## src/rtl/core/assert_macros.svh

```systemverilog
// Assertion macros for the converter's datapath module.
// They expect a clock named clock and an active-high reset named reset.
`ifndef ASSERT_MACROS_SVH
`define ASSERT_MACROS_SVH

`ifndef SYNTHESIS

// A condition that must hold at every clock edge outside reset.
`define ASSERT_ALWAYS(label, expr, msg) \
   label: assert property (@(posedge clock) disable iff (reset) (expr)) else $error(msg);

// A condition that holds in the same cycle as its trigger.
`define ASSERT_IMPLY(label, ante, cons, msg) \
   label: assert property (@(posedge clock) disable iff (reset) (ante) |-> (cons)) \
      else $error(msg);

// A condition that holds in the cycle after its trigger.
`define ASSERT_NEXT(label, ante, cons, msg) \
   label: assert property (@(posedge clock) disable iff (reset) (ante) |=> (cons)) \
      else $error(msg);

`else

`define ASSERT_ALWAYS(label, expr, msg)
`define ASSERT_IMPLY(label, ante, cons, msg)
`define ASSERT_NEXT(label, ante, cons, msg)

`endif

`endif

```

## src/rtl/core/itpc_pkg.sv

```systemverilog
package itpc_pkg;

   // Field widths of the stream channels.
   localparam int FUNC_BITS     = 5;
   localparam int OPERAND_BITS  = 64;
   localparam int ERR_BITS      = 3;
   localparam int RSP_DATA_BITS = 72;
   localparam int RSP_PAD_BITS  = RSP_DATA_BITS - OPERAND_BITS - ERR_BITS;

   // Token kinds on the input channel. Operator tokens share their code with
   // the operator item that they produce, but for unary plus and minus.
   localparam logic [FUNC_BITS-1:0] TOK_NUMBER      = 5'd0;
   localparam logic [FUNC_BITS-1:0] TOK_PAREN_OPEN  = 5'd1;
   localparam logic [FUNC_BITS-1:0] TOK_PAREN_CLOSE = 5'd2;
   localparam logic [FUNC_BITS-1:0] TOK_ADD         = 5'd3;
   localparam logic [FUNC_BITS-1:0] TOK_SUB         = 5'd4;
   localparam logic [FUNC_BITS-1:0] TOK_NOT         = 5'd5;
   localparam logic [FUNC_BITS-1:0] TOK_MUL         = 5'd6;
   localparam logic [FUNC_BITS-1:0] TOK_DIV         = 5'd7;
   localparam logic [FUNC_BITS-1:0] TOK_MOD         = 5'd8;
   localparam logic [FUNC_BITS-1:0] TOK_POW         = 5'd9;
   localparam logic [FUNC_BITS-1:0] TOK_EQU         = 5'd10;
   localparam logic [FUNC_BITS-1:0] TOK_NEQ         = 5'd11;
   localparam logic [FUNC_BITS-1:0] TOK_LT          = 5'd12;
   localparam logic [FUNC_BITS-1:0] TOK_GT          = 5'd13;
   localparam logic [FUNC_BITS-1:0] TOK_LTE         = 5'd14;
   localparam logic [FUNC_BITS-1:0] TOK_GTE         = 5'd15;
   localparam logic [FUNC_BITS-1:0] TOK_AND         = 5'd16;
   localparam logic [FUNC_BITS-1:0] TOK_OR          = 5'd17;
   localparam logic [FUNC_BITS-1:0] TOK_END         = 5'd18;

   // Result item kinds that are not plain operator codes.
   localparam logic [FUNC_BITS-1:0] KIND_VALUE  = 5'd0;
   localparam logic [FUNC_BITS-1:0] KIND_UPLUS  = 5'd1;
   localparam logic [FUNC_BITS-1:0] KIND_UMINUS = 5'd2;
   localparam logic [FUNC_BITS-1:0] KIND_END    = 5'd18;
   localparam logic [FUNC_BITS-1:0] KIND_ERROR  = 5'd19;

   // A left parenthesis sits on the operator stack under this code.
   localparam logic [FUNC_BITS-1:0] PAREN_MARK  = 5'd0;

   // Error codes.
   localparam logic [ERR_BITS-1:0] ERR_NONE      = 3'd0;
   localparam logic [ERR_BITS-1:0] ERR_PAREN     = 3'd1;
   localparam logic [ERR_BITS-1:0] ERR_NOT_BIN   = 3'd2;
   localparam logic [ERR_BITS-1:0] ERR_BIN_UNARY = 3'd3;
   localparam logic [ERR_BITS-1:0] ERR_OVERFLOW  = 3'd4;

   // What goes into the pending item slot.
   typedef enum logic [1:0] {
      APP_NONE  = 2'd0,
      APP_TOP   = 2'd1,
      APP_ERROR = 2'd2,
      APP_END   = 2'd3
   } itpc_append_type;

   // Commands from the controller to the datapath.
   typedef struct packed {
      logic                  latch_tok;
      logic                  push_tok;
      logic                  push_paren;
      logic                  pop;
      logic                  soft_rst;
      logic                  unary_set;
      logic                  unary_clr;
      logic                  out_value;
      logic                  out_error;
      logic [ERR_BITS-1:0]   err;
      itpc_append_type       app;
      logic                  close;
   } itpc_cmd_type;

   // Status from the datapath to the controller.
   typedef struct packed {
      logic count_zero;
      logic stack_full;
      logic top_paren;
      logic top_pops;
      logic unary;
      logic pend_valid;
      logic out_free;
   } itpc_status_type;

   // Binding strength of an operator code.
   function automatic logic [3:0] op_prec(input logic [FUNC_BITS-1:0] code);
      logic [3:0] prec;
      unique case (code)
         KIND_UPLUS, KIND_UMINUS, TOK_NOT:         prec = 4'd8;
         TOK_POW:                                  prec = 4'd7;
         TOK_MUL, TOK_DIV, TOK_MOD:                prec = 4'd6;
         TOK_ADD, TOK_SUB:                         prec = 4'd5;
         TOK_LT, TOK_GT, TOK_LTE, TOK_GTE:         prec = 4'd4;
         TOK_EQU, TOK_NEQ:                         prec = 4'd3;
         TOK_AND:                                  prec = 4'd2;
         TOK_OR:                                   prec = 4'd1;
         default:                                  prec = 4'd0;
      endcase
      return prec;
   endfunction

   // Right-associative operators: the unary ones and power.
   function automatic logic op_right(input logic [FUNC_BITS-1:0] code);
      logic right;
      unique case (code)
         KIND_UPLUS, KIND_UMINUS, TOK_NOT, TOK_POW: right = 1'b1;
         default:                                   right = 1'b0;
      endcase
      return right;
   endfunction

endpackage

```

## src/rtl/core/infix_to_postfix_converter_unit.sv

```systemverilog
// Channel   Direction  Carries
// req_      in         infix tokens: tuser token kind, tdata operand value
// rsp_      out        postfix items: tuser item kind, tdata value and error code,
//                      tlast on the final item caused by one token
//
// An operand, a left parenthesis, an operator rejected for its position or an
// unknown token kind is handled in the idle state. A right parenthesis, an
// accepted operator or the end token goes through the decide state, the refetch
// state after every operator popped, as the stack memory's registered read port
// must present the new top, and the close state. Reset is synchronous, sets the
// unary flag, clears the stack count and the controller, not the stack memory.
// While rsp_tready is low the result register holds, and req_tready stays low
// until the converter is idle and the result register is free or draining.
module infix_to_postfix_converter_unit
   import itpc_pkg::*;
#(
   parameter int STACK_DEPTH = 32,
   parameter int VALUE_BITS  = 64
) (
   input  logic                     clock,
   input  logic                     reset,
   input  logic                     req_tvalid,
   output logic                     req_tready,
   input  logic [OPERAND_BITS-1:0]  req_tdata,   // [63:0] operand_value
   input  logic [FUNC_BITS-1:0]     req_tuser,   // [4:0] func
   output logic                     rsp_tvalid,
   input  logic                     rsp_tready,
   output logic [RSP_DATA_BITS-1:0] rsp_tdata,   // [63:0] item_value, [66:64] error_code
   output logic [FUNC_BITS-1:0]     rsp_tuser,   // [4:0] item_kind
   output logic                     rsp_tlast    // is_last
);

   itpc_cmd_type            cmd;
   itpc_status_type         status;
   logic [OPERAND_BITS-1:0] item_value;
   logic [ERR_BITS-1:0]     error_code;

   // Sequencer for token handling.
   itpc_ctrl u_ctrl (
      .clock       (clock),
      .reset       (reset),
      .req_valid_i (req_tvalid),
      .req_ready_o (req_tready),
      .func_i      (req_tuser),
      .status_i    (status),
      .cmd_o       (cmd)
   );

   // Operator stack, pending item and result register.
   itpc_datapath #(
      .STACK_DEPTH (STACK_DEPTH),
      .VALUE_BITS  (VALUE_BITS)
   ) u_datapath (
      .clock       (clock),
      .reset       (reset),
      .cmd_i       (cmd),
      .status_o    (status),
      .func_i      (req_tuser),
      .operand_i   (req_tdata),
      .rsp_ready_i (rsp_tready),
      .rsp_valid_o (rsp_tvalid),
      .kind_o      (rsp_tuser),
      .value_o     (item_value),
      .err_o       (error_code),
      .last_o      (rsp_tlast)
   );

   // Pack the result fields, lowest field first, padded to whole bytes.
   assign rsp_tdata = {{RSP_PAD_BITS{1'b0}}, error_code, item_value};

endmodule

```

## src/rtl/core/itpc_datapath.sv

```systemverilog
`include "assert_macros.svh"

module itpc_datapath
   import itpc_pkg::*;
#(
   parameter int STACK_DEPTH = 32,
   parameter int VALUE_BITS  = 64
) (
   input  logic                    clock,
   input  logic                    reset,
   input  itpc_cmd_type            cmd_i,
   output itpc_status_type         status_o,
   input  logic [FUNC_BITS-1:0]    func_i,
   input  logic [OPERAND_BITS-1:0] operand_i,
   input  logic                    rsp_ready_i,
   output logic                    rsp_valid_o,
   output logic [FUNC_BITS-1:0]    kind_o,
   output logic [OPERAND_BITS-1:0] value_o,
   output logic [ERR_BITS-1:0]     err_o,
   output logic                    last_o
);

   localparam int CW = $clog2(STACK_DEPTH + 1);
   localparam int AW = $clog2(STACK_DEPTH);

   // Operator stack memory with a registered read of the top entry.
   logic [FUNC_BITS-1:0] stack_mem [STACK_DEPTH];
   logic [FUNC_BITS-1:0] top_ff;

   logic [CW-1:0]         count_ff, count_in;
   logic                  unary_ff, unary_in;
   logic [FUNC_BITS-1:0]  code_ff, code_in;
   logic                  pend_valid_ff, pend_valid_in;
   logic [FUNC_BITS-1:0]  pend_kind_ff, pend_kind_in;
   logic [ERR_BITS-1:0]   pend_err_ff, pend_err_in;
   logic                  out_valid_ff, out_valid_in;
   logic [FUNC_BITS-1:0]  out_kind_ff, out_kind_in;
   logic [VALUE_BITS-1:0] out_value_ff, out_value_in;
   logic [ERR_BITS-1:0]   out_err_ff, out_err_in;
   logic                  out_last_ff, out_last_in;

   logic                  out_free;
   logic                  count_zero;
   logic [CW-1:0]         count_dec;
   logic [AW-1:0]         rd_addr;
   logic [AW-1:0]         wr_addr;
   logic                  stack_we;
   logic [FUNC_BITS-1:0]  stack_wd;
   logic [FUNC_BITS-1:0]  app_kind;
   logic [ERR_BITS-1:0]   app_err;
   logic                  app_any;

   assign out_free   = !out_valid_ff || rsp_ready_i;
   assign count_zero = (count_ff == '0);
   assign count_dec  = count_ff - 1'b1;

   // The read port follows the current top; an empty stack reads entry zero.
   assign rd_addr  = count_zero ? '0 : count_dec[AW-1:0];
   assign wr_addr  = count_ff[AW-1:0];
   assign stack_we = cmd_i.push_tok || cmd_i.push_paren;
   assign stack_wd = cmd_i.push_paren ? PAREN_MARK : code_ff;

   always_ff @(posedge clock) begin
      if (stack_we) begin
         stack_mem[wr_addr] <= stack_wd;
      end
      top_ff <= stack_mem[rd_addr];
   end

   // Status for the controller.
   always_comb begin
      status_o.count_zero = count_zero;
      status_o.stack_full = (count_ff == CW'(STACK_DEPTH));
      status_o.top_paren  = (top_ff == PAREN_MARK);
      status_o.top_pops   = (op_prec(top_ff) > op_prec(code_ff)) ||
                            ((op_prec(top_ff) == op_prec(code_ff)) && !op_right(code_ff));
      status_o.unary      = unary_ff;
      status_o.pend_valid = pend_valid_ff;
      status_o.out_free   = out_free;
   end

   // Stack count, unary flag and the latched operator code.
   always_comb begin
      count_in = count_ff;
      unary_in = unary_ff;
      code_in  = code_ff;
      if (cmd_i.soft_rst) begin
         count_in = '0;
      end else if (stack_we) begin
         count_in = count_ff + 1'b1;
      end else if (cmd_i.pop) begin
         count_in = count_dec;
      end
      if (cmd_i.soft_rst || cmd_i.unary_set) begin
         unary_in = 1'b1;
      end else if (cmd_i.unary_clr) begin
         unary_in = 1'b0;
      end
      if (cmd_i.latch_tok) begin
         if (unary_ff && func_i == TOK_ADD) begin
            code_in = KIND_UPLUS;
         end else if (unary_ff && func_i == TOK_SUB) begin
            code_in = KIND_UMINUS;
         end else begin
            code_in = func_i;
         end
      end
   end

   // Item that enters the pending slot.
   always_comb begin
      unique case (cmd_i.app)
         APP_TOP: begin
            app_kind = top_ff;
            app_err  = ERR_NONE;
         end
         APP_ERROR: begin
            app_kind = KIND_ERROR;
            app_err  = cmd_i.err;
         end
         APP_END: begin
            app_kind = KIND_END;
            app_err  = ERR_NONE;
         end
         default: begin
            app_kind = KIND_VALUE;
            app_err  = ERR_NONE;
         end
      endcase
      app_any = (cmd_i.app != APP_NONE);
   end

   // The pending slot holds back one item until it is known whether more follow.
   always_comb begin
      pend_valid_in = pend_valid_ff;
      pend_kind_in  = pend_kind_ff;
      pend_err_in   = pend_err_ff;
      if (app_any) begin
         pend_valid_in = 1'b1;
         pend_kind_in  = app_kind;
         pend_err_in   = app_err;
      end else if (cmd_i.close) begin
         pend_valid_in = 1'b0;
      end
   end

   // Result register.
   always_comb begin
      out_valid_in = out_valid_ff;
      out_kind_in  = out_kind_ff;
      out_value_in = out_value_ff;
      out_err_in   = out_err_ff;
      out_last_in  = out_last_ff;
      priority if (cmd_i.out_value) begin
         out_valid_in = 1'b1;
         out_kind_in  = KIND_VALUE;
         out_value_in = operand_i[VALUE_BITS-1:0];
         out_err_in   = ERR_NONE;
         out_last_in  = 1'b1;
      end else if (cmd_i.out_error) begin
         out_valid_in = 1'b1;
         out_kind_in  = KIND_ERROR;
         out_value_in = '0;
         out_err_in   = cmd_i.err;
         out_last_in  = 1'b1;
      end else if (app_any && pend_valid_ff) begin
         out_valid_in = 1'b1;
         out_kind_in  = pend_kind_ff;
         out_value_in = '0;
         out_err_in   = pend_err_ff;
         out_last_in  = 1'b0;
      end else if (cmd_i.close) begin
         out_valid_in = 1'b1;
         out_kind_in  = pend_kind_ff;
         out_value_in = '0;
         out_err_in   = pend_err_ff;
         out_last_in  = 1'b1;
      end else begin
         // Nothing new arrives: a held item leaves once it has been taken.
         out_valid_in = out_valid_ff && !rsp_ready_i;
      end
   end

   // Control registers.
   always_ff @(posedge clock) begin
      if (reset) begin
         count_ff      <= '0;
         unary_ff      <= 1'b1;
         pend_valid_ff <= 1'b0;
         out_valid_ff  <= 1'b0;
      end else begin
         count_ff      <= count_in;
         unary_ff      <= unary_in;
         pend_valid_ff <= pend_valid_in;
         out_valid_ff  <= out_valid_in;
      end
   end

   // Payload registers.
   always_ff @(posedge clock) begin
      code_ff      <= code_in;
      pend_kind_ff <= pend_kind_in;
      pend_err_ff  <= pend_err_in;
      out_kind_ff  <= out_kind_in;
      out_value_ff <= out_value_in;
      out_err_ff   <= out_err_in;
      out_last_ff  <= out_last_in;
   end

   assign rsp_valid_o = out_valid_ff;
   assign kind_o      = out_kind_ff;
   assign value_o     = OPERAND_BITS'(out_value_ff);
   assign err_o       = out_err_ff;
   assign last_o      = out_last_ff;

   // A pop only ever happens on a non-empty stack.
   `ASSERT_IMPLY(a_pop_nonempty, cmd_i.pop, !count_zero, "pop on an empty operator stack")
   // A push never lands on a full stack.
   `ASSERT_IMPLY(a_push_room, stack_we, count_ff < CW'(STACK_DEPTH), "push onto a full stack")
   // Displacing a pending item needs room in the result register.
   `ASSERT_IMPLY(a_flush_room, app_any && pend_valid_ff, out_free, "pending item overwritten")
   // An error or end returns the stack and unary flag to their reset state.
   `ASSERT_NEXT(a_soft_reset, cmd_i.soft_rst, count_ff == '0 && unary_ff, "soft reset not applied")

endmodule

```

## src/rtl/core/itpc_ctrl.sv

```systemverilog
module itpc_ctrl
   import itpc_pkg::*;
(
   input  logic                 clock,
   input  logic                 reset,
   input  logic                 req_valid_i,
   output logic                 req_ready_o,
   input  logic [FUNC_BITS-1:0] func_i,
   input  itpc_status_type      status_i,
   output itpc_cmd_type         cmd_o
);

   typedef enum logic [3:0] {
      S_IDLE    = 4'b0001,
      S_DECIDE  = 4'b0010,
      S_REFETCH = 4'b0100,
      S_CLOSE   = 4'b1000
   } itpc_state_type;

   typedef enum logic [1:0] {
      MODE_RPAREN = 2'd0,
      MODE_OP     = 2'd1,
      MODE_END    = 2'd2
   } itpc_mode_type;

   itpc_state_type state_ff, state_in;
   itpc_mode_type  mode_ff, mode_in;
   itpc_cmd_type   cmd_try;
   itpc_state_type next_try;
   logic           accept;

   assign req_ready_o = (state_ff == S_IDLE) && status_i.out_free;
   assign accept      = req_valid_i && req_ready_o;

   // Work out the step for this cycle, then hold it back if the pending item
   // cannot yet move into the result register.
   always_comb begin
      cmd_try  = '0;
      next_try = state_ff;
      mode_in  = mode_ff;
      unique case (state_ff)
         S_IDLE: begin
            if (accept) begin
               unique case (func_i)
                  TOK_NUMBER: begin
                     cmd_try.out_value = 1'b1;
                     cmd_try.unary_clr = 1'b1;
                  end
                  TOK_PAREN_OPEN: begin
                     if (status_i.stack_full) begin
                        cmd_try.out_error = 1'b1;
                        cmd_try.err       = ERR_OVERFLOW;
                        cmd_try.soft_rst  = 1'b1;
                     end else begin
                        cmd_try.push_paren = 1'b1;
                        cmd_try.unary_set  = 1'b1;
                     end
                  end
                  TOK_PAREN_CLOSE: begin
                     mode_in  = MODE_RPAREN;
                     next_try = S_DECIDE;
                  end
                  TOK_ADD, TOK_SUB: begin
                     cmd_try.latch_tok = 1'b1;
                     mode_in           = MODE_OP;
                     next_try          = S_DECIDE;
                  end
                  TOK_NOT: begin
                     if (status_i.unary) begin
                        cmd_try.latch_tok = 1'b1;
                        mode_in           = MODE_OP;
                        next_try          = S_DECIDE;
                     end else begin
                        cmd_try.out_error = 1'b1;
                        cmd_try.err       = ERR_NOT_BIN;
                        cmd_try.soft_rst  = 1'b1;
                     end
                  end
                  TOK_MUL, TOK_DIV, TOK_MOD, TOK_POW, TOK_EQU, TOK_NEQ,
                  TOK_LT, TOK_GT, TOK_LTE, TOK_GTE, TOK_AND, TOK_OR: begin
                     if (status_i.unary) begin
                        cmd_try.out_error = 1'b1;
                        cmd_try.err       = ERR_BIN_UNARY;
                        cmd_try.soft_rst  = 1'b1;
                     end else begin
                        cmd_try.latch_tok = 1'b1;
                        mode_in           = MODE_OP;
                        next_try          = S_DECIDE;
                     end
                  end
                  TOK_END: begin
                     mode_in  = MODE_END;
                     next_try = S_DECIDE;
                  end
                  default: begin
                     // Unknown token kinds leave no trace.
                  end
               endcase
            end
         end
         S_DECIDE: begin
            unique case (mode_ff)
               MODE_RPAREN: begin
                  if (status_i.count_zero) begin
                     cmd_try.app      = APP_ERROR;
                     cmd_try.err      = ERR_PAREN;
                     cmd_try.soft_rst = 1'b1;
                     next_try         = S_CLOSE;
                  end else if (status_i.top_paren) begin
                     cmd_try.pop       = 1'b1;
                     cmd_try.unary_clr = 1'b1;
                     next_try          = S_CLOSE;
                  end else begin
                     cmd_try.app = APP_TOP;
                     cmd_try.pop = 1'b1;
                     next_try    = S_REFETCH;
                  end
               end
               MODE_OP: begin
                  if (!status_i.count_zero && !status_i.top_paren && status_i.top_pops) begin
                     cmd_try.app = APP_TOP;
                     cmd_try.pop = 1'b1;
                     next_try    = S_REFETCH;
                  end else if (status_i.stack_full) begin
                     cmd_try.app      = APP_ERROR;
                     cmd_try.err      = ERR_OVERFLOW;
                     cmd_try.soft_rst = 1'b1;
                     next_try         = S_CLOSE;
                  end else begin
                     cmd_try.push_tok  = 1'b1;
                     cmd_try.unary_set = 1'b1;
                     next_try          = S_CLOSE;
                  end
               end
               MODE_END: begin
                  if (status_i.count_zero) begin
                     cmd_try.app      = APP_END;
                     cmd_try.soft_rst = 1'b1;
                     next_try         = S_CLOSE;
                  end else if (status_i.top_paren) begin
                     cmd_try.app      = APP_ERROR;
                     cmd_try.err      = ERR_PAREN;
                     cmd_try.soft_rst = 1'b1;
                     next_try         = S_CLOSE;
                  end else begin
                     cmd_try.app = APP_TOP;
                     cmd_try.pop = 1'b1;
                     next_try    = S_REFETCH;
                  end
               end
               default: begin
                  next_try = S_IDLE;
               end
            endcase
         end
         S_REFETCH: begin
            // The registered stack read port presents the new top by the next decide state.
            next_try = S_DECIDE;
         end
         S_CLOSE: begin
            if (!status_i.pend_valid) begin
               next_try = S_IDLE;
            end else if (status_i.out_free) begin
               cmd_try.close = 1'b1;
               next_try      = S_IDLE;
            end
         end
         default: begin
            next_try = S_IDLE;
         end
      endcase
   end

   // Stall a decision that would push out a pending item into a full register.
   always_comb begin
      if (cmd_try.app != APP_NONE && status_i.pend_valid && !status_i.out_free) begin
         cmd_o    = '0;
         state_in = state_ff;
      end else begin
         cmd_o    = cmd_try;
         state_in = next_try;
      end
   end

   always_ff @(posedge clock) begin
      if (reset) begin
         state_ff <= S_IDLE;
         mode_ff  <= MODE_OP;
      end else begin
         state_ff <= state_in;
         mode_ff  <= mode_in;
      end
   end

endmodule

```

## config.mk

```make
export PLATFORM = sky130hd
export DESIGN_NAME = infix_to_postfix_converter_unit
export DESIGN_NICKNAME = d
export VERILOG_FILES = /design/src/rtl/core/itpc_pkg.sv /design/src/rtl/core/infix_to_postfix_converter_unit.sv /design/src/rtl/core/itpc_datapath.sv /design/src/rtl/core/itpc_ctrl.sv
export VERILOG_INCLUDE_DIRS = /design/src /design/src/rtl/core
export SDC_FILE = /design/constraint.sdc
export NUM_CORES = 1
export LEC_CHECK = 0
export BUFFER_PORTS_ARGS = -buffer_cell sky130_fd_sc_hd__buf_2
export CORE_MARGIN = 2
export CORE_UTILIZATION = 45
export DETAILED_ROUTE_END_ITERATION = 12
export PLACE_DENSITY = 0.65
export RECOVER_POWER = 100
export SYNTH_ARGS = -nofsm -noshare
export SYNTH_HDL_FRONTEND = slang
export SYNTH_SLANG_ARGS = --single-unit
```

## constraint.sdc

```tcl
create_clock -name clock -period 4.6 [get_ports clock]
set_input_delay 0.46 -clock clock [delete_from_list [all_inputs] [get_ports clock]]
set_output_delay 0.46 -clock clock [all_outputs]
set_load 0.05 [all_outputs]
```

# ---- Word level (Yosys, flattened, before mapping)
# Memories as Yosys holds them, arrays and structs flattened. A register that Yosys moved wholly into a read port is not among the register bits.
# Index checks and enable logic that the tools add are counted.
dict set report op_classes {
  eq_ne 40
  bitwise 1
  addsub 2
  reduce_logical 44
  magnitude_cmp 1
  mux 93
}
# cell n
set op_table {}
lappend op_table {{$mux 64} 4}
lappend op_table {{$eq 5x4->1 const B} 9}
lappend op_table {{$mux 4} 11}
lappend op_table {{$mux 1} 40}
lappend op_table {{$mux 5} 6}
lappend op_table {{$pmux 5 s3} 2}
lappend op_table {{$eq 5x3->1 const B} 5}
lappend op_table {{$pmux 4 s3} 2}
lappend op_table {{$mux 2} 11}
lappend op_table {{$pmux 4 s4} 1}
lappend op_table {{$eq 5x2->1 const B} 3}
lappend op_table {{$eq 5x5->1 const B} 3}
lappend op_table {{$mux 15} 1}
lappend op_table {{$mux 3} 5}
lappend op_table {{$mux 6} 2}
lappend op_table {{$pmux 3 s2} 2}
lappend op_table {{$reduce_or 12->1} 1}
lappend op_table {{$reduce_or 2->1} 6}
lappend op_table {{$logic_and 1x1->1} 11}
lappend op_table {{$eq 5x1->1 const B} 2}
lappend op_table {{$logic_not 5->1} 2}
lappend op_table {{$pmux 2 s5} 1}
lappend op_table {{$reduce_bool 2->1} 5}
lappend op_table {{$mux 8} 1}
lappend op_table {{other kinds (30)} 45}
dict set report totals {
  memories 5
  rom_bits 512
  in_bits 73
  regBits 101
  ram_bits 160
}
# name words word_bits read_ports rd_clocked_by_memory_dff wr line_no
set memory_table {}
lappend memory_table {u_datapath.stack_mem 32 5 1 1 1 itpc_datapath.sv:27} ;# logic [FUNC_BITS-1:0] stack_mem [STACK_DEPTH];
lappend memory_table {{(no name shown)} 32 4 1 0 0 itpc_pkg.sv:87} ;# unique case (code)
lappend memory_table {{(no name shown)} 32 4 1 0 0 itpc_pkg.sv:87}
lappend memory_table {{(no name shown)} 32 4 1 0 0 itpc_pkg.sv:87}
lappend memory_table {{(no name shown)} 32 4 1 0 0 itpc_pkg.sv:87}

# ---- Longest topological paths before layout
# Gate-level depths: netlist of the first run.
dict set report depth {
  word_depth 19
  ltp_mapped 15
}

# ---- Cells and area by module
# Synthesis of the first run repeated with hierarchy kept, for this count alone.
dict set report unflattened {
  cells_unflattened 911
  area_unflattened_um2 11821.3
}
# module seq_area_each_um2 cells_per_inst instances area_per_inst_um2
set by_module_without_submodules {}
lappend by_module_without_submodules {itpc_datapath 7577.3 801 1 11048.1}
lappend by_module_without_submodules {itpc_ctrl 120.1 104 1 732.0}
lappend by_module_without_submodules {infix_to_postfix_converter_unit 0.0 6 1 41.3}

# ---- Worst setup path after synthesis of the first run
# OpenSTA, ideal clock, no wires.
dict set report synth_timing {
  path_kind {register to register}
  startpoint {register u_datapath.code_ff[1]}
  endpoint {register u_datapath.out_value_ff[0] (netlist: u_datapath.value_o[0]) (enable)}
  stages_incl_launch_ff 15
  t_arrival_ns 3.947
  path_slack_ns -0.040
  n_path_buf 2
  required_time_ns 3.908
  setup_time_ns 0.692
  cell_sequence {edfxtp_1 -> inv_1 -> ha_1 -> mux2i_1 -> o22a_1 -> o21ai_0 -> ha_1 -> nand2b_1 -> a2111oi_1 -> a211oi_4 -> a32oi_1 -> a21o_1 -> buf_2 -> buf_4 -> nand2_1}
}
dict set report synth_via {
  elab_chain_len 17
  word_cells_on_any_way 24
}
# element line_no
set synth_rtl {}
lappend synth_rtl {{start: declaration} itpc_datapath.sv:32} ;# logic [FUNC_BITS-1:0] code_ff, code_in;
lappend synth_rtl {{start signal: assignment} itpc_datapath.sv:201} ;# code_ff <= code_in;
lappend synth_rtl {{parallel branches: the longest is 5 deep, another holds $mem_v2 32x4} n/a}
lappend synth_rtl {{$logic_or 1x1->1 *} itpc_datapath.sv:75} ;# status_o.top_pops = (op_prec(top_ff) > op_prec(code_ff)) ||
lappend synth_rtl {{$logic_and 1x1->1 *} itpc_ctrl.sv:120} ;# if (!status_i.count_zero && !status_i.top_paren && status_i.top_pops) begin
lappend synth_rtl {{$mux 2 *} itpc_ctrl.sv:120}
lappend synth_rtl {{$pmux 5 s3 *} itpc_ctrl.sv:102} ;# unique case (mode_ff)
lappend synth_rtl {{$mux 2 *} itpc_ctrl.sv:41} ;# unique case (state_ff)
lappend synth_rtl {{$reduce_bool 2->1} itpc_ctrl.sv:176} ;# if (cmd_try.app != APP_NONE && status_i.pend_valid && !status_i.out_free) begin
lappend synth_rtl {{$logic_and 1x1->1 (2 in a row)} itpc_ctrl.sv:176}
lappend synth_rtl {{$mux 15 *} itpc_ctrl.sv:176}
lappend synth_rtl {{$reduce_bool 2->1} itpc_datapath.sv:130} ;# app_any = (cmd_i.app != APP_NONE);
lappend synth_rtl {{$logic_and 1x1->1} itpc_datapath.sv:166} ;# end else if (app_any && pend_valid_ff) begin
lappend synth_rtl {{$reduce_bool 4->1 (no source line) *} n/a}
lappend synth_rtl {{end signal: assignment} itpc_datapath.sv:205} ;# out_value_ff <= out_value_in;
lappend synth_rtl {{end: declaration} itpc_datapath.sv:38} ;# logic [VALUE_BITS-1:0] out_value_ff, out_value_in;
# Mark *: on every way between the ends.
# A chain may end at the register's enable or synchronous reset.

# ---- Worst setup path after layout of the first run
dict set report layout_timing {
  startpoint {register u_datapath.count_ff[0]}
  endpoint {register u_datapath.top_ff[1] (read register of u_datapath.stack_mem)}
}
dict set report layout_via {
  elab_chain_len 2
  word_cells_on_any_way 3
}
# element line_no
set layout_rtl {}
lappend layout_rtl {{start: declaration} itpc_datapath.sv:30} ;# logic [CW-1:0] count_ff, count_in;
lappend layout_rtl {{start signal: assignment} itpc_datapath.sv:192} ;# count_ff <= count_in;
lappend layout_rtl {{$sub 6x1->6 / $logic_not 6->1 (equally long branches)} {itpc_datapath.sv:55, itpc_datapath.sv:54}}
lappend layout_rtl {{$mux 5 *} itpc_datapath.sv:58} ;# assign rd_addr = count_zero ? '0 : count_dec[AW-1:0];
lappend layout_rtl {{end: declaration} itpc_datapath.sv:28} ;# logic [FUNC_BITS-1:0] top_ff;
# Mark *: on every way between the ends. The rest lies on a longest branch, timed or not.

==> run metrics, run 1 <==
outcome finished with violations; failing checks max-capacitance violations, max-slew violations; cts bufs inserted 28; crit path launch type flip-flop; top fanout value on the critical path 31; R2R depth 8; gpl congestion ~0.82; CTS Hold Bufs 0; Final Hold Violating Endpoints 0; Synth Area in Compound Gates 9.93%; # rows a little under 60; global router's overall resource usage 19.6%; largest cells by area after synthesis edfxtp_1 60%, dfxtp_1 4.9%, and2_1 3.7%; DP Wirelength around 18 mm; H-tree levels 1; synthesis-stage register bit count ~270; area of the core 0.0259 sq mm; Clk pin slew, worst setup/hold paths around 0.060 ns; # clock sinks between 200 and 300; Worst-Margin Slew roughly 2.2 ns; top-area cell type share of the netlist area between 60% and 70%; Mapped Avg Cell Area about 13 sq um; worst-path cell chain clkinv_1 -> ha_1 -> nor4b_4 -> a22oi_2 -> mux2i_1 -> a211oi_1 -> nor4_1 -> nand4_1; Post-synth ARST share 0%; Routed Antenna Nets 0; via count a little under 8,000; vias per inst 5.56; Fin Setup TNS 0 ns; Avg WL per Cell ~20 microns; vias in the first global route ~7,700; CTS tree yes; Clock Path Buffers 3; CTS Root Cell clkbuf_16; relative slew slack -47.0%; post_cts resized 0; global-route wire length before repair 43.0 mm; fin. max-slew vios 196; RSZ-0062 raised after global routing no; CP arrival between 4 and 5 ns; Cells on Worst Hold Path 2; yosys warns 0; largest net degree at the start of global routing 74; Clock Latency Late Sink ~0.54 ns; main combinational cell family by area after synthesis simple AND/OR/NAND/NOR gates; sequential area share after synthesis 65.2%; PD cells ~450 mW/mm^2; predominant post-synthesis flop cell edfxtp_1; achievable frequency 0.231 GHz; critical path class reg -> reg; period utilization between 90% and 100%; maxcap violations 5; DR DRC count 0; Final Net Count 1,156; Synth Area in Adders about 1.8%; Final min period approximately 4.3 ns; Gate Count Post-Synth approximately 930; crit-path max cell delay between 1 and 1.5 ns; Post-CTS Setup Bufs 0; height of the die 166 microns; first drt pass iteration count 7; total grt overflow 0; die width ~170 microns; Final setup viols 0; Worst Skew 0.0144 ns; mapped cell area around 0.012 sq mm; Post-Synth Simple-Gate Area 16.4%; Post-Synth XOR/XNOR Area 0.222%; cell taking the most area after synthesis edfxtp_1; Layout fillers 2,297; WL final between 20 and 30 mm; slowest stage cell, crit path a22oi_2; number of distinct library cells after synthesis between 80 and 90; Iter 0 DRT Violations ~730; CP endpoint kind flip-flop; Worst Path Required between 4 and 5 ns; Area growth syn-to-layout 14.7%; Starting Density about 46%; Final Power slightly above 6 mW; initial antenna violation count 1; Port-buffer cells 147; layout cell share with drive strength beyond 1 around 14%; die area about 0.028 sq mm; number of synthesized flops with an enable pin around 240; leak pwr between 4 and 5 nW; I/O pins between 150 and 200; mux share of post-synthesis cell area 3.49%; Worst Hold Class in -> reg; Max rail drop VDD 0.000326 V
-- through the flow --
stage          instance area, sq um  hold WS, ns  std cells  setup slack (ns)  utilization [%]
3_5_place_dp                  12800        0.484       1371             0.343             49.5
6_report                      13500        0.203       1423             0.274             52.3
2_1_floorplan                 11800        0.476        932             0.612                -
3_3_place_gp                  12800        0.470       1371             0.531             49.5
5_1_grt                       13500        0.185       1423             0.120             52.3
4_1_cts                       13700        0.175       1422             0.349             53.0
-- worst max-delay path, delay by kind of cell (launching register included) --
family,cells,cell delay (ns)
buffers and inverters,1,0.25
flip-flops,1,0.34
AND/OR/NAND/NOR,3,1.09
AO/OA/AOI/OAI,2,1.61
adder cells (fa/ha/maj),1,0.42
multiplexers,1,0.38
-- registers in the layout, indices dropped and copies added (netlist names), 2 cells and up --
name,count
u_datapath.stack_mem,160
u_datapath.err_o,3
u_datapath.value_o,64
u_datapath.code_ff,5
u_datapath.kind_o,5
u_ctrl.mode_ff,2
u_datapath.count_ff,6
u_datapath.pend_err_ff,3
u_datapath.top_ff,5
u_ctrl.state_ff,4
u_datapath.pend_kind_ff,5
-- path summary, 6_finish.rpt --
| check | end | slack, ns | from |
|---|---|---|---|
| worst min register to register | u_datapath.err_o[2] | 0.49 | u_datapath.err_o[2] |
| worst max-delay path | u_datapath.top_ff[1] | 0.27 | u_datapath.count_ff[0] |
| worst max register to register | u_datapath.top_ff[1] | 0.27 | u_datapath.count_ff[0] |
| worst min-delay path | u_datapath.value_o[61] | 0.20 | req_tdata[61] |
-- synth_stat cells, drive strengths merged, types with 5 or more instances --
library cell  count
edfxtp          237
o21ai            36
a31oi             9
mux2              6
nand3            13
nor3             36
nor4              5
a311o             8
a21o              5
nand2            90
a211oi           17
a21oi            30
nor2             79
ha               17
clkbuf           32
buf              25
o31ai             6
o211ai            6
mux2i            34
inv              15
nand4             8
and3             19
nand3b            6
or3               6
and2             70
dfxtp            29
nand2b           11
a221oi            5
nor4b             6
-- cells by family (layout without fill, tap and decap cells) --
logic type                 after synthesis  after routing
muxes                                   40             40
buffers and inverters                   73            228
adders and majority gates               17             17
other                                    1              7
DFF                                    266            266
xor gates and xnor gates                 3              3
AOI/OAI and AO/OA                      161            161
and+or+nand+nor                        366            366
-- report_power, final --
part | internal (mW) | total, mW | switching, mW
Clock | 1.26 | 2.16 | 0.907
Sequential | 2.76 | 2.85 | 0.0859
Combinational | 0.298 | 1.12 | 0.826
-- layout by cell type (no fill, tap or decap), types with 19 or more instances in the layout --
cell | synthesis | final
mux2i_1 | 34 | 34
and3_1 | 19 | 19
and2_1 | 69 | 34
o21ai_0 | 29 | 31
a21oi_1 | 29 | 29
clkbuf_1 | 31 | 84
dfxtp_1 | 29 | 29
edfxtp_1 | 237 | 237
nor2_1 | 79 | 79
clkbuf_16 | 0 | 29
and2_0 | 0 | 36
nand2_1 | 88 | 88
buf_2 | 11 | 69
nor3_1 | 36 | 36
-- metal layers --
layer	track usage (%)	wire length, microns	up-vias
li1	-	-	3744
met1	25.7	12000	3811
met3	3.79	1900	49
met4	6.35	722	0
met5	0	0	-
met2	33.0	13400	312
-- area by class of cell --
| class | count | area (sq um) | area share, % |
|---|---|---|---|
| inverters | 16 | 60.1 | 0.443 |
| clock inverters | 20 | 159 | 1.17 |
| clock buffers | 31 | 733 | 5.41 |
| repair buffers | 161 | 726 | 5.36 |
| well taps | 335 | 419 | 3.09 |
| flip-flops and latches | 266 | 7700 | 56.8 |
| diodes | 1 | 2.50 | 0.0185 |
| multi-input cells | 593 | 3750 | 27.7 |
Note: power is estimated with default switching activity, not from simulation.
==> run 2, diff against run 1 <==
BUFFER_PORTS_ARGS = default   (was -buffer_cell sky130_fd_sc_hd__buf_2)
DONT_BUFFER_PORTS = 1   (was default)
PLACE_DENSITY = 0.6   (was 0.65)
==> run metrics, run 2 (synthesis results as in run 1) <==
outcome finished with violations; failing checks max-capacitance violations, max-slew violations; RSZ-0062 raised after global routing no; vias in the first global route 7,084 (-7.7%); Avg WL per Cell 21.0 microns (+6.7%); first drt pass iteration count 5 (-2); leak pwr 4.31 nW (-7.4%); total grt overflow 0 (unchanged); global router's overall resource usage 18.9% (-0.66 points); # clock sinks 266 (unchanged); maxcap violations 4 (-1); height of the die 166 microns (unchanged); vias per inst 5.75 (+3.3%); switching power 1.76 mW (-3.1%); Routed Antenna Nets 0 (unchanged); # rows 59 (unchanged); crit path launch type flip-flop; Clock power frac 36.2% (+0.9 points); Final Non-Filler Cells 1,277 (-10%); PD cells 470 mW/mm^2 (+3.8%); DR DRC count 0 (unchanged); via count 7,341 (-7.3%); placed cell area 0.0121 sq mm (-5.6%); I/O pins 153 (unchanged); CP endpoint kind flip-flop; met1 Usage GRT 25.6% (-0.070 points); Largest Register u_datapath.stack_mem; Area growth syn-to-layout 9.44%; Final setup viols 0 (unchanged); commonest non-fill, non-tap cells in the layout 237 x edfxtp_1, 88 x nand2_1, 79 x nor2_1, 41 x and2_1, 36 x nor3_1; area of the core 0.0259 sq mm (unchanged); layout cell share with drive strength beyond 1 8.28% (-5.5 points); gpl congestion 0.811 (-0.87%); Clk pin slew, worst setup/hold paths 0.06 ns (about the same); met3 Use GR 3.60% (-0.19 points); sequential share of power 51.8% (+5.4 points); Worst Skew 0.0193 ns (+0.00499 ns); commonest non-fill, non-tap cell in the layout edfxtp_1; Layout fillers 2,244 (-2.3%); fin. max-slew vios 132 (-33%); CTS Root Cell clkbuf_16; met2 GRT Util 31.6% (-1.4 points); CP arrival 4.35 ns (-0.30 ns); relative slew slack -42.1% (+4.9 points); die width 166 microns (unchanged); Worst-Margin Slew 2.13 ns (-0.0732 ns); Starting Density 45.6% (unchanged); internal power 4.31 mW (about the same); DP Wirelength 17.6 mm (-4.7%); Final min period 4.15 ns (-0.175 ns); period utilization 90.2% (-3.8 points); WL final 26.8 mm (-4.2%); Port-buffer cells 0 (-100%); Final Hold Violating Endpoints 0 (unchanged); cts bufs inserted 27 (-3.6%); Placed Cells 1,227 (-11%); n_diodes 0 (-1); Logic pwr share 12.0% (-6.3 points); Fin Setup TNS 0 ns (unchanged); initial antenna violation count 0 (-1); achievable frequency 0.241 GHz (+4.2%); Clock Latency Late Sink 0.54 ns (about the same); dpl ws 0.345 ns (+0.00156 ns); Clock Path Buffers 3 (unchanged); H-tree levels 1 (unchanged); max reg flops 160 (unchanged); Design Area, Final 0.0129 sq mm (-4.6%); largest net degree at the start of global routing 74 (unchanged); Post-CTS Setup Bufs 0 (unchanged); Final Net Count 1,012 (-12%); critical path class reg -> reg; global-route wire length before repair 41.4 mm (-3.7%); die area 0.0276 sq mm (unchanged); Worst Hold Class in -> reg; Sw Share 29.0% (-0.63 points); Iter 0 DRT Violations 678 (-6.9%); Max rail drop VDD 0.000291 V (-11%); Worst Path Required 4.80 ns (-0.13 ns); CTS tree yes; Setup WS post-layout 0.449 ns (+0.175 ns); top fanout value on the critical path 10 (-68%); Final Util 49.9% (-2.4 points); Most Used Layer, Global Route met2
## run 2: path summary, 6_finish.rpt
| path | startpoint | endpoint | slack, ns | cells past startpoint |
|---|---|---|---|---|
| max | u_datapath.top_ff[1] | u_datapath.stack_mem[23][1] | 0.45 | 12 |
| min | reset | u_ctrl.mode_ff[0] | 0.02 | 1 |
| max reg2reg | u_datapath.top_ff[1] | u_datapath.stack_mem[23][1] | 0.45 | 12 |
| min reg2reg | u_datapath.pend_valid_ff | u_datapath.pend_valid_ff | 0.52 | 2 |
## run 2: layer usage
| layer | part of all wire, % | up-vias | wire (microns) |
|---|---|---|---|
| met5 | 0 | - | 0 |
| met4 | 2.1 | 0 | 575 |
| met3 | 6.8 | 43 | 1830 |
| met2 | 48 | 274 | 13000 |
| met1 | 43 | 3573 | 11400 |
| li1 | - | 3451 | - |
## run 2: layout make-up
class,count,area [sq um],share of cell area (%)
clock buffers,34,702,5.43
clock inverters,15,181,1.40
inverters,16,60.1,0.465
multi-input cells,593,3750,29.0
flip-flops and latches,266,7700,59.6
well taps,335,419,3.24
repair buffers,18,116,0.900
## run 2: through the flow
stage               power [mW]  hold WS, ns
floorplan                 3.77        0.476
global placement          3.95        0.504
detailed placement        3.96        0.512
CTS                       6.15      0.00121
global route              6.31      0.00251
finish                    6.08       0.0169
## run 2: timing repair
item / in CTS / in global routing
gates resized for setup: 0 / 0
setup endpoints to repair: 0 / 0
hold buffers: 1 / 0
endpoints found under the hold margin: 3 / 0
## run 2: worst max-delay path, stage by stage (launching register included)
cell and delay [ns]:
dfxtp_1 0.42, inv_1 0.11, ha_1 0.22, mux2i_1 0.13
o21ai_0 0.08, o21ai_0 0.29, ha_1 0.30, nand2_1 0.07
nor3_1 0.04, a211oi_1 0.66, a21boi_1 0.28, o211ai_1 0.92
nor2_1 0.31
## run 2: power groups by stage
stage	Sequential, mW	Combinational (mW)	Clock (mW)
floorplan	3.15	0.618	0
global placement	3.19	0.760	0
detailed placement	3.20	0.758	0
CTS	3.15	0.764	2.24
global route	3.16	0.806	2.34
finish	3.15	0.732	2.20
==> run 3, diff against run 2 <==
PLACE_DENSITY = 0.58   (was 0.6)
clock period = 5.01 ns   (was 4.6 ns; I/O delays follow)
==> run metrics, run 3 (synthesis results as in run 1) <==
cts bufs inserted 29 (+7.4%); Worst Path Required 5.21 ns (+0.41 ns); met1 Usage GRT 25.3% (-0.35 points); slowest stage cell, crit path a2111oi_0; Most Used Layer, Global Route met2; Max rail drop VDD 0.000464 V (+59%); total grt overflow 0 (unchanged); Final setup viols 0 (unchanged); met2 GRT Util 31.8% (+0.25 points); RSZ-0062 raised after global routing no; Avg WL per Cell 21.0 microns (+0.31%); met3 Use GR 3.53% (-0.071 points); initial antenna violation count 0 (unchanged); Fin Setup TNS 0 ns (unchanged); PD cells 444 mW/mm^2 (-5.6%); crit path launch type flip-flop; layout cell share with drive strength beyond 1 8.47% (+0.19 points); failing checks max-capacitance violations, max-slew violations; Worst Hold Class in -> reg; H-tree levels 1 (unchanged); Placed Cells 1,225 (-0.16%); first drt pass iteration count 5 (unchanged); DR DRC count 0 (unchanged); CP arrival 4.62 ns (+0.27 ns); relative slew slack -62.3% (-20 points); crit-path max cell delay 0.80 ns (-0.12 ns); Port-buffer cells 0 (unchanged); global-route wire length before repair 41.5 mm (+0.23%); achievable frequency 0.226 GHz (-6.1%); CTS tree yes; critical path class reg -> reg; Clock Path Buffers 3 (unchanged); vias in the first global route 7,135 (+0.72%); leak pwr 4.33 nW (+0.61%); CP endpoint kind flip-flop; fin. max-slew vios 239 (+81%); gpl congestion 0.814 (+0.38%); Routed Antenna Nets 0 (unchanged); Worst-Margin Slew 2.43 ns (+0.304 ns); Iter 0 DRT Violations 683 (+0.74%); via count 7,254 (-1.2%); WL final 26.9 mm (+0.55%); # clock sinks 266 (unchanged); Starting Density 45.6% (unchanged); Clk pin slew, worst setup/hold paths 0.06 ns (about the same); Area growth syn-to-layout 10.6%; height of the die 166 microns (unchanged); Final Non-Filler Cells 1,280 (+0.23%); Worst Skew 0.0101 ns (-0.00928 ns); die area 0.0276 sq mm (unchanged); period utilization 88.2% (-2.0 points); die width 166 microns (unchanged); commonest non-fill, non-tap cell in the layout edfxtp_1; Largest Register u_datapath.stack_mem; vias per inst 5.67 (-1.4%); Clock Latency Late Sink 0.55 ns (about the same); Final Hold Violating Endpoints 0 (unchanged); maxcap violations 6 (+2); worst-path cell chain inv_1 -> ha_1 -> mux2i_1 -> o21ai_0 -> o21ai_0 -> ha_1 -> nand2b_1 -> a2111oi_0 -> a211oi_4 -> a21boi_1 -> o21a_1 -> nand2_1 -> nor2_1; CTS Hold Bufs 1 (unchanged); outcome finished with violations; I/O pins 153 (unchanged); # rows 59 (unchanged); area of the core 0.0259 sq mm (unchanged); Post-CTS Setup Bufs 0 (unchanged); Final Net Count 1,012 (unchanged); top fanout value on the critical path 8 (-2); n_diodes 0 (unchanged); max reg flops 160 (unchanged); DP Wirelength 17.9 mm (+1.7%); global router's overall resource usage 19.0% (+0.071 points); Final min period 4.42 ns (+0.269 ns); commonest non-fill, non-tap cells in the layout 237 x edfxtp_1, 89 x nand2_1, 79 x nor2_1, 46 x and2_0, 36 x nor3_1; CTS Root Cell clkbuf_16; largest net degree at the start of global routing 74 (unchanged); post_cts resized 0 (unchanged)
[run 3: cell count changes in the layout (fill, tap and decap cells not counted), moves of 2 or more]
cell       before  now
and2_0         28   46
and2_1         41   24
clkinv_2        5    2
a2111oi_1       2    0
bufinv_16       4    6
clkbuf_16      27   29
clkinv_1        4    6
[run 3: path summary, 6_finish.rpt]
kind / from / slack [ns] / end / cells after the start
worst max-delay path: u_datapath.top_ff[1] / 0.59 / u_datapath.stack_mem[9][4] / 13
worst min-delay path: reset / 0.02 / u_datapath.rsp_valid_o / 1
worst max register to register: u_datapath.top_ff[1] / 0.59 / u_datapath.stack_mem[9][4] / 13
worst min register to register: u_datapath.pend_valid_ff / 0.53 / u_datapath.pend_valid_ff / 2
[run 3: metal layers]
layer / routed length (microns) / vias to the layer above / part of all wire [%]
met5: 0 / - / 0
met4: 715 / 0 / 2.7
met3: 1540 / 49 / 5.7
met2: 13000 / 236 / 48
met1: 11600 / 3517 / 43
li1: - / 3452 / -
[run 3: cell type report]
cell class,instances,area (sq um)
clock buffer,36,752
inverter,16,60.1
sequential,266,7700
clock inverter,18,251
tap,335,419
timing repair buffer,16,104
fill,2269,12900
multi-input combinational,593,3770
[run 3: per-stage QoR]
step	cell area, sq um	power [mW]	hold WS [ns]	utilization (%)	setup slack, ns
5_1_grt	13100	6.02	0.00331	50.4	0.234
3_5_place_dp	12100	3.63	0.505	46.7	0.684
4_1_cts	13100	5.85	0.000310	50.6	0.646
6_report	13100	5.80	0.0169	50.4	0.590
3_3_place_gp	12100	3.63	0.499	46.7	0.863
2_1_floorplan	11800	3.46	0.476	-	0.370
[run 3: report_power, final]
part | internal [mW] | switching (mW)
registers | 2.54 | 0.350
logic | 0.227 | 0.462
clock network | 1.38 | 0.842
total | 4.14 | 1.65
[run 3: worst max-delay path: cells and delay by family, from the launching register on]
kind                       cells  cell delay [ns]
AOI/OAI and AO/OA              6             1.97
adders and majority gates      2             0.53
buffers and inverters          1             0.11
DFF                            1             0.42
muxes                          1             0.13
and+or+nand+nor                3             0.90
